--- src/rtl/cba_pkg.sv ---
// Package for the contiguous block allocator: map size, field widths,
// request and status codes, and the ring control bundle.
// No dependencies.
package cba_pkg;

  // Owner map size
  localparam int NUM_BLOCKS = 16;

  // Derived widths
  localparam int BLK_W   = (NUM_BLOCKS > 1) ? $clog2(NUM_BLOCKS) : 1;
  localparam int CNT_W   = $clog2(NUM_BLOCKS + 1);
  localparam int ID_W    = 8;
  localparam int LEN_W   = 5;
  localparam int START_W = 4;
  localparam int FREED_W = 5;
  localparam int STAT_W  = 2;
  localparam int CMP_W   = ((CNT_W > LEN_W) ? CNT_W : LEN_W) + 1;

  // Request codes
  localparam logic REQ_ALLOC = 1'b0;
  localparam logic REQ_FREE  = 1'b1;

  // Status codes
  localparam logic [STAT_W-1:0] ST_ALLOCATED = 2'd0;
  localparam logic [STAT_W-1:0] ST_NO_ROOM   = 2'd1;
  localparam logic [STAT_W-1:0] ST_FREED     = 2'd2;

  // Saturation value of the freed count
  localparam logic [FREED_W-1:0] FREED_MAX = '1;

  typedef logic [ID_W-1:0] owner_t;

  // Ring control from the sequencer to the cells
  typedef struct packed {
    logic   shift;
    owner_t fill;
  } ring_ctl_t;

endpackage

--- src/rtl/cba_cell.sv ---
// One cell of the owner ring: holds the owner id of one block and takes
// its neighbor's value on every shift. Depends on cba_pkg.
module cba_cell (
  input  logic            clk_i,
  input  logic            rst_ni,
  input  logic            shift_i,
  input  cba_pkg::owner_t owner_i,
  output cba_pkg::owner_t owner_o
);

  cba_pkg::owner_t owner_q;

  // Advance on shift, clear to free on reset
  always_ff @(posedge clk_i or negedge rst_ni) begin
    if (!rst_ni) begin
      owner_q <= '0;
    end else if (shift_i) begin
      owner_q <= owner_i;
    end
  end

  assign owner_o = owner_q;

endmodule

--- src/rtl/cba_ctrl.sv ---
// Sequencer of the allocator: rotates the owner ring past its head, runs
// the first-fit search, the write pass and the free pass. Depends on cba_pkg.
module cba_ctrl (
  input  logic                             clk_i,
  input  logic                             rst_ni,
  input  logic                             start_i,
  input  logic                             req_type_i,
  input  logic [cba_pkg::ID_W-1:0]         file_id_i,
  input  logic [cba_pkg::LEN_W-1:0]        run_length_i,
  input  cba_pkg::owner_t                  head_i,
  output cba_pkg::ring_ctl_t               ring_o,
  output logic                             busy_o,
  output logic                             done_o,
  output logic [cba_pkg::STAT_W-1:0]       status_o,
  output logic [cba_pkg::START_W-1:0]      start_block_o,
  output logic [cba_pkg::FREED_W-1:0]      freed_count_o
);

  localparam logic [1:0] S_IDLE  = 2'd0;
  localparam logic [1:0] S_SCAN  = 2'd1;
  localparam logic [1:0] S_WRITE = 2'd2;
  localparam logic [1:0] S_DONE  = 2'd3;

  localparam logic [cba_pkg::BLK_W-1:0] LAST_POS =
    cba_pkg::BLK_W'(cba_pkg::NUM_BLOCKS - 1);

  logic [1:0]                      state_q, state_d;
  logic                            type_q;
  cba_pkg::owner_t                 id_q;
  logic [cba_pkg::LEN_W-1:0]       len_q;
  logic [cba_pkg::BLK_W-1:0]       pos_q, pos_d;
  logic [cba_pkg::CNT_W-1:0]       run_q, run_d;
  logic                            found_q, found_d;
  logic [cba_pkg::BLK_W-1:0]       start_q, start_d;
  logic [cba_pkg::FREED_W-1:0]     freed_q, freed_d;
  logic [cba_pkg::STAT_W-1:0]      status_q, status_d;

  logic                            accept;
  logic                            last;
  logic [cba_pkg::CMP_W-1:0]       run_inc;
  logic [cba_pkg::CMP_W-1:0]       len_ext;
  logic [cba_pkg::CMP_W-1:0]       pos_ext;
  logic [cba_pkg::CMP_W-1:0]       start_ext;
  logic [cba_pkg::CMP_W-1:0]       start_calc;
  logic                            in_run;

  assign accept     = start_i && (state_q == S_IDLE);
  assign last       = (pos_q == LAST_POS);
  assign len_ext    = cba_pkg::CMP_W'(len_q);
  assign pos_ext    = cba_pkg::CMP_W'(pos_q);
  assign start_ext  = cba_pkg::CMP_W'(start_q);
  assign run_inc    = cba_pkg::CMP_W'(run_q) + cba_pkg::CMP_W'(1);
  assign start_calc = pos_ext + cba_pkg::CMP_W'(1) - len_ext;
  assign in_run     = (pos_ext >= start_ext) && ((pos_ext - start_ext) < len_ext);

  // Sequence the passes over the ring
  always_comb begin
    state_d     = state_q;
    pos_d       = pos_q;
    run_d       = run_q;
    found_d     = found_q;
    start_d     = start_q;
    freed_d     = freed_q;
    status_d    = status_q;
    ring_o.shift = 1'b0;
    ring_o.fill  = head_i;

    case (state_q)
      S_IDLE: begin
        if (accept) begin
          state_d = S_SCAN;
          pos_d   = '0;
          run_d   = '0;
          found_d = 1'b0;
          start_d = '0;
          freed_d = '0;
        end
      end
      S_SCAN: begin
        ring_o.shift = 1'b1;
        pos_d        = pos_q + cba_pkg::BLK_W'(1);
        if (type_q == cba_pkg::REQ_FREE) begin
          // Release blocks of this owner and count them
          if ((id_q != '0) && (head_i == id_q)) begin
            ring_o.fill = '0;
            if (freed_q != cba_pkg::FREED_MAX) begin
              freed_d = freed_q + cba_pkg::FREED_W'(1);
            end
          end
          if (last) begin
            state_d  = S_DONE;
            status_d = cba_pkg::ST_FREED;
          end
        end else begin
          // Track the current free run until the first fit
          if (!found_q) begin
            if (head_i == '0) begin
              run_d = cba_pkg::CNT_W'(run_inc);
              if ((run_inc == len_ext) && (id_q != '0)) begin
                found_d = 1'b1;
                start_d = cba_pkg::BLK_W'(start_calc);
              end
            end else begin
              run_d = '0;
            end
          end
          if (last) begin
            pos_d = '0;
            if (found_d) begin
              state_d = S_WRITE;
            end else begin
              state_d  = S_DONE;
              status_d = cba_pkg::ST_NO_ROOM;
              start_d  = '0;
            end
          end
        end
      end
      S_WRITE: begin
        // Mark the found run with the owner id
        ring_o.shift = 1'b1;
        pos_d        = pos_q + cba_pkg::BLK_W'(1);
        if (in_run) begin
          ring_o.fill = id_q;
        end
        if (last) begin
          state_d  = S_DONE;
          status_d = cba_pkg::ST_ALLOCATED;
        end
      end
      S_DONE: begin
        state_d = S_IDLE;
      end
      default: begin
        state_d = S_IDLE;
      end
    endcase
  end

  // Control registers
  always_ff @(posedge clk_i or negedge rst_ni) begin
    if (!rst_ni) begin
      state_q <= S_IDLE;
    end else begin
      state_q <= state_d;
    end
  end

  // Transaction payload and working registers
  always_ff @(posedge clk_i) begin
    if (accept) begin
      type_q <= req_type_i;
      id_q   <= file_id_i;
      len_q  <= run_length_i;
    end
    pos_q    <= pos_d;
    run_q    <= run_d;
    found_q  <= found_d;
    start_q  <= start_d;
    freed_q  <= freed_d;
    status_q <= status_d;
  end

  assign busy_o        = (state_q != S_IDLE);
  assign done_o        = (state_q == S_DONE);
  assign status_o      = status_q;
  assign start_block_o = cba_pkg::START_W'(start_q);
  assign freed_count_o = freed_q;

endmodule

--- src/rtl/contiguous_block_allocator_unit.sv ---
// Top level of the first-fit contiguous block allocator: a ring of owner
// cells and the sequencer that rotates it. Depends on cba_pkg, cba_cell, cba_ctrl.
//
// A request is taken when start_i is high and busy_o low. The owner map
// sits in a ring of NUM_BLOCKS cells that rotates one block a cycle past
// the sequencer while a pass runs. A free, or an allocate that finds no
// room, takes one rotation; an allocate that fits takes a search rotation
// and a write rotation. done_o pulses when the last rotation ends. busy_o
// stays high through the done_o cycle and drops in the cycle after it, so
// the next request is taken only once busy_o is low. The result stays on
// the ports until the next request is taken and cannot be held off past
// that; capture it when done_o is high.
module contiguous_block_allocator_unit (
  input  logic                             clk_i,
  input  logic                             rst_ni,
  input  logic                             start_i,
  output logic                             busy_o,
  input  logic                             req_type_i,
  input  logic [cba_pkg::ID_W-1:0]         file_id_i,
  input  logic [cba_pkg::LEN_W-1:0]        run_length_i,
  output logic                             done_o,
  output logic [cba_pkg::STAT_W-1:0]       status_o,
  output logic [cba_pkg::START_W-1:0]      start_block_o,
  output logic [cba_pkg::FREED_W-1:0]      freed_count_o
);

  cba_pkg::ring_ctl_t ring;
  cba_pkg::owner_t    owner [cba_pkg::NUM_BLOCKS];

  // Rotate the ring toward cell zero; the sequencer refills the far end
  for (genvar i = 0; i < cba_pkg::NUM_BLOCKS; i++) begin : g_cell
    cba_pkg::owner_t nbr;
    if (i == cba_pkg::NUM_BLOCKS - 1) begin : g_tail
      assign nbr = ring.fill;
    end else begin : g_body
      assign nbr = owner[i+1];
    end
    cba_cell u_cell (
      .clk_i   (clk_i),
      .rst_ni  (rst_ni),
      .shift_i (ring.shift),
      .owner_i (nbr),
      .owner_o (owner[i])
    );
  end

  cba_ctrl u_ctrl (
    .clk_i         (clk_i),
    .rst_ni        (rst_ni),
    .start_i       (start_i),
    .req_type_i    (req_type_i),
    .file_id_i     (file_id_i),
    .run_length_i  (run_length_i),
    .head_i        (owner[0]),
    .ring_o        (ring),
    .busy_o        (busy_o),
    .done_o        (done_o),
    .status_o      (status_o),
    .start_block_o (start_block_o),
    .freed_count_o (freed_count_o)
  );

endmodule

--- config.mk ---
export PLATFORM = sky130hd
export DESIGN_NAME = contiguous_block_allocator_unit
export DESIGN_NICKNAME = d
export VERILOG_FILES = /design/src/rtl/cba_pkg.sv /design/src/rtl/cba_cell.sv /design/src/rtl/cba_ctrl.sv /design/src/rtl/contiguous_block_allocator_unit.sv
export SDC_FILE = /design/constraint.sdc
export NUM_CORES = 1
export LEC_CHECK = 0
export BUFFER_PORTS_ARGS = -buffer_cell sky130_fd_sc_hd__buf_2
export CAP_MARGIN = 20
export CORE_UTILIZATION = 66
export DETAILED_ROUTE_END_ITERATION = 8
export GPL_TIMING_DRIVEN = 0
export MAX_ROUTING_LAYER = met4
export PLACE_DENSITY = 0.88
export SLEW_MARGIN = 30
export SYNTH_ARGS = -nofsm -noshare
export SYNTH_HDL_FRONTEND = slang
export SYNTH_SLANG_ARGS = --single-unit
export TNS_END_PERCENT = 100
--- constraint.sdc ---
create_clock -name clk_i -period 5.1 [get_ports clk_i]
set_input_delay 0.51 -clock clk_i [delete_from_list [all_inputs] [get_ports clk_i]]
set_output_delay 0.51 -clock clk_i [all_outputs]
set_load 0.005 [all_outputs]
==> impl_results.md, run 1 <==
* Global Route Usage Sum at 0.295
* Final net count at 595
* FF+latch count, synth at 165
* CP Class: register to register
* Status: complete, no violations
* Unrepaired setup endpoints after global routing: no
* Initial antenna violation count at 0
* Detail Route Antenna Nets at 0
* I/O pin count at 30
* Post-Syn Area at 7220 um2
* Critical path arrival at 3.71 ns
* EDFF count, synth at 35
* Max transition margin at 0.425
* VDD IR max at 0.382 mV
* Vias in the first global route at 4809
* Final Max Tran Viols at 0
* Row count at 37
* Chip width at 107 um
* Gpl congestion at 0.893
* 1st-pass router iterations at 5
* Core region area at 10500 um2
* Pwr/cell area at 710 nW/um2
* Post-DP HPWL at 9570 um
* DRT Wirelength at 14700 um
* Worst Tran Pin Value at 0.862 ns
* Maximum root-to-sink buffer count at 2
* Post-layout instance area at 8210 um2
* Yosys Warn Count at 0
* Net Count, Synth at 545
* Initial core utilization at 0.690
* Min-delay worst type: input pin to register
* Clock slew at reported path FFs at 0.07 ns
* Post-synthesis sequential area ratio at 0.596
* Largest net degree at the start of global routing at 72
* Mean Syn Cell Area at 14.3 um2
* CTS Buf Count at 17
* Post-CTS Resized at 0
* Area post-placement at 7570 um2
* CTS tree: done
* Clock root buffer master: clkbuf_8
* Clock power frac at 0.234
* Combinational Power Share at 0.370
* Fmax achieved at 299 MHz
* Fin Hold WS at 0.143 ns
* Most frequent cells in the layout: 130 x dfrtp_1, 120 x mux2_2, 35 x edfxtp_1, 28 x buf_2, 21 x clkbuf_1
* Buffers on Ports at 29
* Max-cap violation count at 0
* Via count at 4409
* Worst-Skew Late Latency at 0.54 ns
* Setup TNS at 0 ns
* Post-Syn Instances at 506
* Final Skew at 0.00866 ns
* Sw frac at 0.360
* Leakage at 3.96 nW
* Detailed Route Iter0 Violations at 371
* # DRC at 0
* Ys flop type: dfrtp_1
* Fin. Hold Viols at 0
* Remaining Overflow, GRT at 0
* H-tree Lvls at 4
* Sequential Power Share at 0.396
* Sw power at 2.10 mW
* Crit Path Max Fanout at 9
* Full die area at 11400 um2
* Req. time, crit path at 5.47 ns
* P_int at 3.73 mW
* Period utilization at 0.655
* Tmin final at 3.34 ns
* # clock sinks at 165
* Post-synth cell types at 46
* Endpoints failing setup at 0
* Final Util at 0.785
* Final Power at 5.83 mW
* Commonest non-fill, non-tap cell in the layout: dfrtp_1
* First-pass GRT wire length at 24200 um
* Worst setup SP type: register
* Routed wire length per instance at 20.9 um
* Share of layout cells above drive strength 1 at 0.332
* Critical Path Sink Type: register
* Area Overhead vs Synth at 13.7%
* Diode count at 0
* Via/cell ratio at 6.25
* FFs w/ async S/R, synth at 0.788
* Die height at 107 um
[power by group through the flow]
stage          Sequential, mW  Combinational [mW]  Clock [mW]
2_1_floorplan            2.15                1.63           0
3_3_place_gp             2.26                1.95           0
3_5_place_dp             2.30                2.09           0
4_1_cts                  2.30                2.15        1.37
5_1_grt                  2.36                2.35        1.43
6_report                 2.31                2.16        1.36
[worst paths after layout]
| path | startpoint | to | slack (ns) | cells after the start |
|---|---|---|---|---|
| max | u_ctrl.pos_q[0] | g_cell[15].u_cell.owner_o[1] | 1.76 | 12 |
| min | file_id_i[0] | u_ctrl.id_q[0] | 0.14 | 1 |
| max reg2reg | u_ctrl.pos_q[0] | g_cell[15].u_cell.owner_o[1] | 1.76 | 12 |
| min reg2reg | g_cell[5].u_cell.owner_o[6] | g_cell[5].u_cell.owner_o[6] | 0.51 | 1 |
| max in group asynchronous | rst_ni | g_cell[12].u_cell.owner_o[4] | 3.94 | 3 |
| min in group asynchronous | rst_ni | g_cell[9].u_cell.owner_o[4] | 0.49 | 2 |
[repair_timing]
| item | 4_1_cts | 5_1_grt |
|---|---|---|
| setup buffers | 0 | 0 |
| endpoints found under the hold margin | 59 | 0 |
| hold buffers | 1 | 0 |
[metal layers]
layer  GRT usage  share of wire  vias up
li1            -              -     1946
met1       0.354           0.40     2266
met2       0.486           0.52      153
met3      0.0644          0.053       44
met4       0.127          0.026        0
met5           -              0        -
[kinds of logic after synthesis]
family | synth area share
DFF | 0.596
muxes | 0.198
and+or+nand+nor | 0.0539
AOI/OAI and AO/OA | 0.0541
buffers and inverters | 0.0224
xor gates and xnor gates | 0.0352
adders and majority gates | 0.0402
[registers in the layout, summed over array words and instances, names as in the netlist]
name                   cells
u_ctrl.id_q                8
u_ctrl.found_q             1
u_ctrl.run_q               5
u_ctrl.state_q             2
u_ctrl.pos_q               4
u_ctrl.type_q              1
g_cell.u_cell.owner_o    128
u_ctrl.status_o            2
u_ctrl.freed_count_o       5
u_ctrl.len_q               5
u_ctrl.start_block_o       4
[stage by stage]
stage | std cells | worst slack (ns)
floorplan | 506 | 2.47
global placement | 671 | 2.00
detailed placement | 672 | 1.91
CTS | 705 | 1.81
global route | 705 | 1.56
finish | 705 | 1.76
[area by class of cell]
class	count	area, um2
plain buffers	23	93.8
clock buffers	17	414
clock inverters	15	215
fillers	586	2250
inverters	18	67.6
multi-input cells	300	2760
flip-flops and latches	165	4300
well taps	136	170
repair buffers	31	193
[cells in the mapped netlist, drive strengths merged (2+ instances only)]
| master | count | area [um2] |
|---|---|---|
| o32a | 2 | 20.0 |
| nor4 | 4 | 40.0 |
| a211o | 2 | 17.5 |
| inv | 18 | 67.6 |
| xnor2 | 10 | 95.1 |
| buf | 2 | 15.0 |
| or4 | 2 | 22.5 |
| nand3 | 8 | 40.0 |
| clkbuf | 21 | 78.8 |
| o21ai | 8 | 40.0 |
| a21o | 3 | 22.5 |
| edfxtp | 35 | 1050 |
| nor2 | 16 | 60.1 |
| nand4 | 9 | 56.3 |
| o21a | 9 | 67.6 |
| mux2i | 8 | 80.1 |
| fa | 2 | 40.0 |
| ha | 20 | 250 |
| and3 | 5 | 31.3 |
| a21oi | 6 | 30.0 |
| xnor3 | 2 | 45.0 |
| dfrtp | 130 | 3250 |
| o221ai | 8 | 70.1 |
| mux2 | 120 | 1350 |
| nand2 | 14 | 52.6 |
| a21boi | 4 | 30.0 |
| xor2 | 13 | 114 |
| nand2b | 2 | 12.5 |
| a211oi | 5 | 37.5 |
| a31oi | 2 | 12.5 |
| and2 | 8 | 51.3 |
[critical path, cell delays in order (launching register included)]
cell,delay (ns)
edfxtp_1,0.49
inv_1,0.10
ha_1,0.17
inv_1,0.07
fa_1,0.46
ha_1,0.29
a21boi_1,0.13
o21ai_1,0.16
a211o_1,0.18
buf_1,0.38
and2_0,0.18
clkbuf_1,0.34
o221ai_1,0.22
No activity file was read; power rests on OpenSTA's default activity.
==> run 2: changes to the inputs <==
CORE_UTILIZATION = 61   (was 66)
PLACE_DENSITY = 0.83   (was 0.88)
clock period = 3.1 ns   (was 5.1 ns; I/O delays follow)
==> impl_results.md, run 2 (synthesized netlist as in run 1, its figures left out) <==
* Row count at 39 (+5.4%)
* Fin. Hold Viols at 0 (unchanged)
* Met2 Resource Use GR at 0.390 (-0.0961)
* Routed wire length per instance at 18.4 um (-12%)
* Crit Path Max Fanout at 9 (unchanged)
* Via/cell ratio at 5.82 (-6.9%)
* Remaining Overflow, GRT at 0 (unchanged)
* Grt peak-use layer: met2
* # clock sinks at 165 (unchanged)
* H-tree Lvls at 4 (unchanged)
* CP max stage delay at 0.45 ns (-0.04 ns)
* Clock root buffer master: clkbuf_16
* Share of layout cells above drive strength 1 at 0.332 (unchanged)
* Tmin final at 2.86 ns (-0.481 ns)
* Diode count at 0 (unchanged)
* Post-DP HPWL at 9050 um (-5.5%)
* Commonest non-fill, non-tap cell in the layout: dfrtp_1
* Full die area at 12300 um2 (+8.0%)
* Worst setup SP type: register
* DRT Wirelength at 13100 um (-11%)
* Die height at 111 um (+3.9%)
* Via count at 4145 (-6.0%)
* R2R setup slack at 0.24 ns (-1.52 ns)
* Period utilization at 0.923 (+0.267)
* Vias in the first global route at 4423 (-8.0%)
* Endpoints failing setup at 0 (unchanged)
* Hold-critical path depth at 1 (unchanged)
* Fillers at 737 (+26%)
* HP Start: file_id_i[5]
* Chip width at 111 um (+3.9%)
* GRT met1 Usage at 0.307 (-0.0467)
* Maximum root-to-sink buffer count at 2 (unchanged)
* Hold EP: u_ctrl.id_q[5]
* Leakage at 3.93 nW (-0.93%)
* Final Skew at 0.0143 ns (+0.00565 ns)
* Initial antenna violation count at 0 (unchanged)
* Max reg flops at 128 (unchanged)
* Reg2reg end: g_cell[15].u_cell.owner_o[1]
* Min-delay worst type: input pin to register
* Final Max Tran Viols at 0 (unchanged)
* Fmax achieved at 350 MHz (+17%)
* 1st-pass router iterations at 5 (unchanged)
* Met3 usage at 0.0519 (-0.0125)
* Area Overhead vs Synth at 12.4%
* CTS tree: done
* Pwr/cell area at 1110 nW/um2 (+57%)
* Detail Route Antenna Nets at 0 (unchanged)
* Gpl congestion at 0.843 (-5.7%)
* Core region area at 11500 um2 (+9.6%)
* Critical-path cell list: inv_1 -> ha_1 -> inv_1 -> fa_1 -> ha_1 -> a21boi_1 -> o21ai_1 -> a211o_2 -> and2_0 -> clkbuf_2 -> o221ai_1
* Buffers on Ports at 29 (unchanged)
* CP Class: register to register
* Status: complete, no violations
* Final net count at 596 (+0.17%)
* Most frequent cells in the layout: 130 x dfrtp_1, 120 x mux2_2, 35 x edfxtp_1, 28 x buf_2, 23 x clkbuf_1
* Area post-placement at 7580 um2 (+0.12%)
* CTS Buf Count at 17 (unchanged)
* Worst Tran Pin Value at 0.792 ns (-0.0705 ns)
* Placed Cells at 679 (+1.0%)
* # DRC at 0 (unchanged)
* I/O pin count at 30 (unchanged)
* Max-cap violation count at 0 (unchanged)
* Critical Path Sink Type: register
* Req. time, crit path at 3.43 ns (-2.04 ns)
* Post-layout instance area at 8110 um2 (-1.2%)
* Clock slew at reported path FFs at 0.06 ns (about the same)
* Critical path arrival at 3.19 ns (-0.52 ns)
* Non-filler cells, final at 712 (+0.99%)
* Global Route Usage Sum at 0.244 (-0.0505)
* Initial core utilization at 0.630 (-0.0605)
* RR Startpoint: u_ctrl.pos_q[0]
* Detailed Route Iter0 Violations at 379 (+2.2%)
* Crit-path slowest cell: edfxtp_1
* VDD IR max at 0.825 mV (+120%)
* Max transition margin at 0.472 (+0.0470)
* Largest net degree at the start of global routing at 82 (+14%)
* Worst-Skew Late Latency at 0.43 ns (-0.11 ns)
* Worst r2r path cells at 11 (-1)
* First-pass GRT wire length at 22500 um (-7.1%)
[run 2: changes by cell type in the layout (fill, tap and decap cells not counted), sizes merged]
cell    previous run  this run
bufinv             4         0
clkbuf            38        42
inv               24        21
clkinv             5         7
buf               32        33
[run 2: worst max-delay path: cells and delay by family (launching register included)]
family                   cells  cell delay (ns)
buffers and inverters        3             0.34
AND/OR/NAND/NOR              1             0.19
adder cells (fa/ha/maj)      3             0.91
AO/OA/AOI/OAI                4             0.88
flip-flops                   1             0.45
[run 2: how the worst max path moves through the flow]
stage	from	end	depth (start not counted)
after floorplan	u_ctrl.pos_q[0]	g_cell[15].u_cell.owner_o[6]	12
after global placement	u_ctrl.pos_q[0]	g_cell[15].u_cell.owner_o[2]	12
after detailed placement	u_ctrl.pos_q[0]	g_cell[15].u_cell.owner_o[1]	12
after CTS	u_ctrl.pos_q[0]	g_cell[15].u_cell.owner_o[1]	11
after global routing	u_ctrl.pos_q[0]	g_cell[15].u_cell.owner_o[1]	11
final	u_ctrl.pos_q[0]	g_cell[15].u_cell.owner_o[1]	11
[run 2: through the flow]
step                  TNS, ns  worst slack (ns)  power (mW)  hold slack, ns   util
CTS                         0            0.0548        9.04          0.0399  0.706
detailed placement     -0.215           -0.0877        7.17           0.235  0.661
finish                      0             0.239        9.01          0.0515  0.707
floorplan                   0             0.472        6.22          0.0144      -
global route        -0.000400         -0.000400        9.60          0.0445  0.707
global placement            0            0.0740        6.93           0.483  0.658
[run 2: routing by layer]
metal | vias up | share of wire
li1 | 1934 | -
met1 | 2102 | 0.43
met2 | 88 | 0.52
met3 | 21 | 0.032
met4 | 0 | 0.018
met5 | - | 0
[run 2: what timing repair did]
action	CTS	global route
cloned	0	0
setup endpoints to repair	8	8
buffers inserted	0	2
gates resized for setup	0	3
hold buffers	1	0
endpoints found under the hold margin	49	0
[run 2: area by class of cell]
| type | instances | area (um2) | share of cell area |
|---|---|---|---|
| Buffer | 22 | 91.3 | 0.0113 |
| Clock buffer | 21 | 450 | 0.0555 |
| Clock inverter | 10 | 56.3 | 0.00694 |
| Inverter | 18 | 67.6 | 0.00833 |
| Multi-Input combinational cell | 300 | 2760 | 0.340 |
| Sequential cell | 165 | 4300 | 0.531 |
| Tap cell | 143 | 179 | 0.0221 |
| Timing Repair Buffer | 33 | 208 | 0.0256 |
[run 2: power by group]
part	switching, mW	internal, mW	total [mW]
combinational	1.76	1.67	3.43
sequential	0.599	3.15	3.75
clock	0.805	1.03	1.84
total	3.17	5.84	9.01
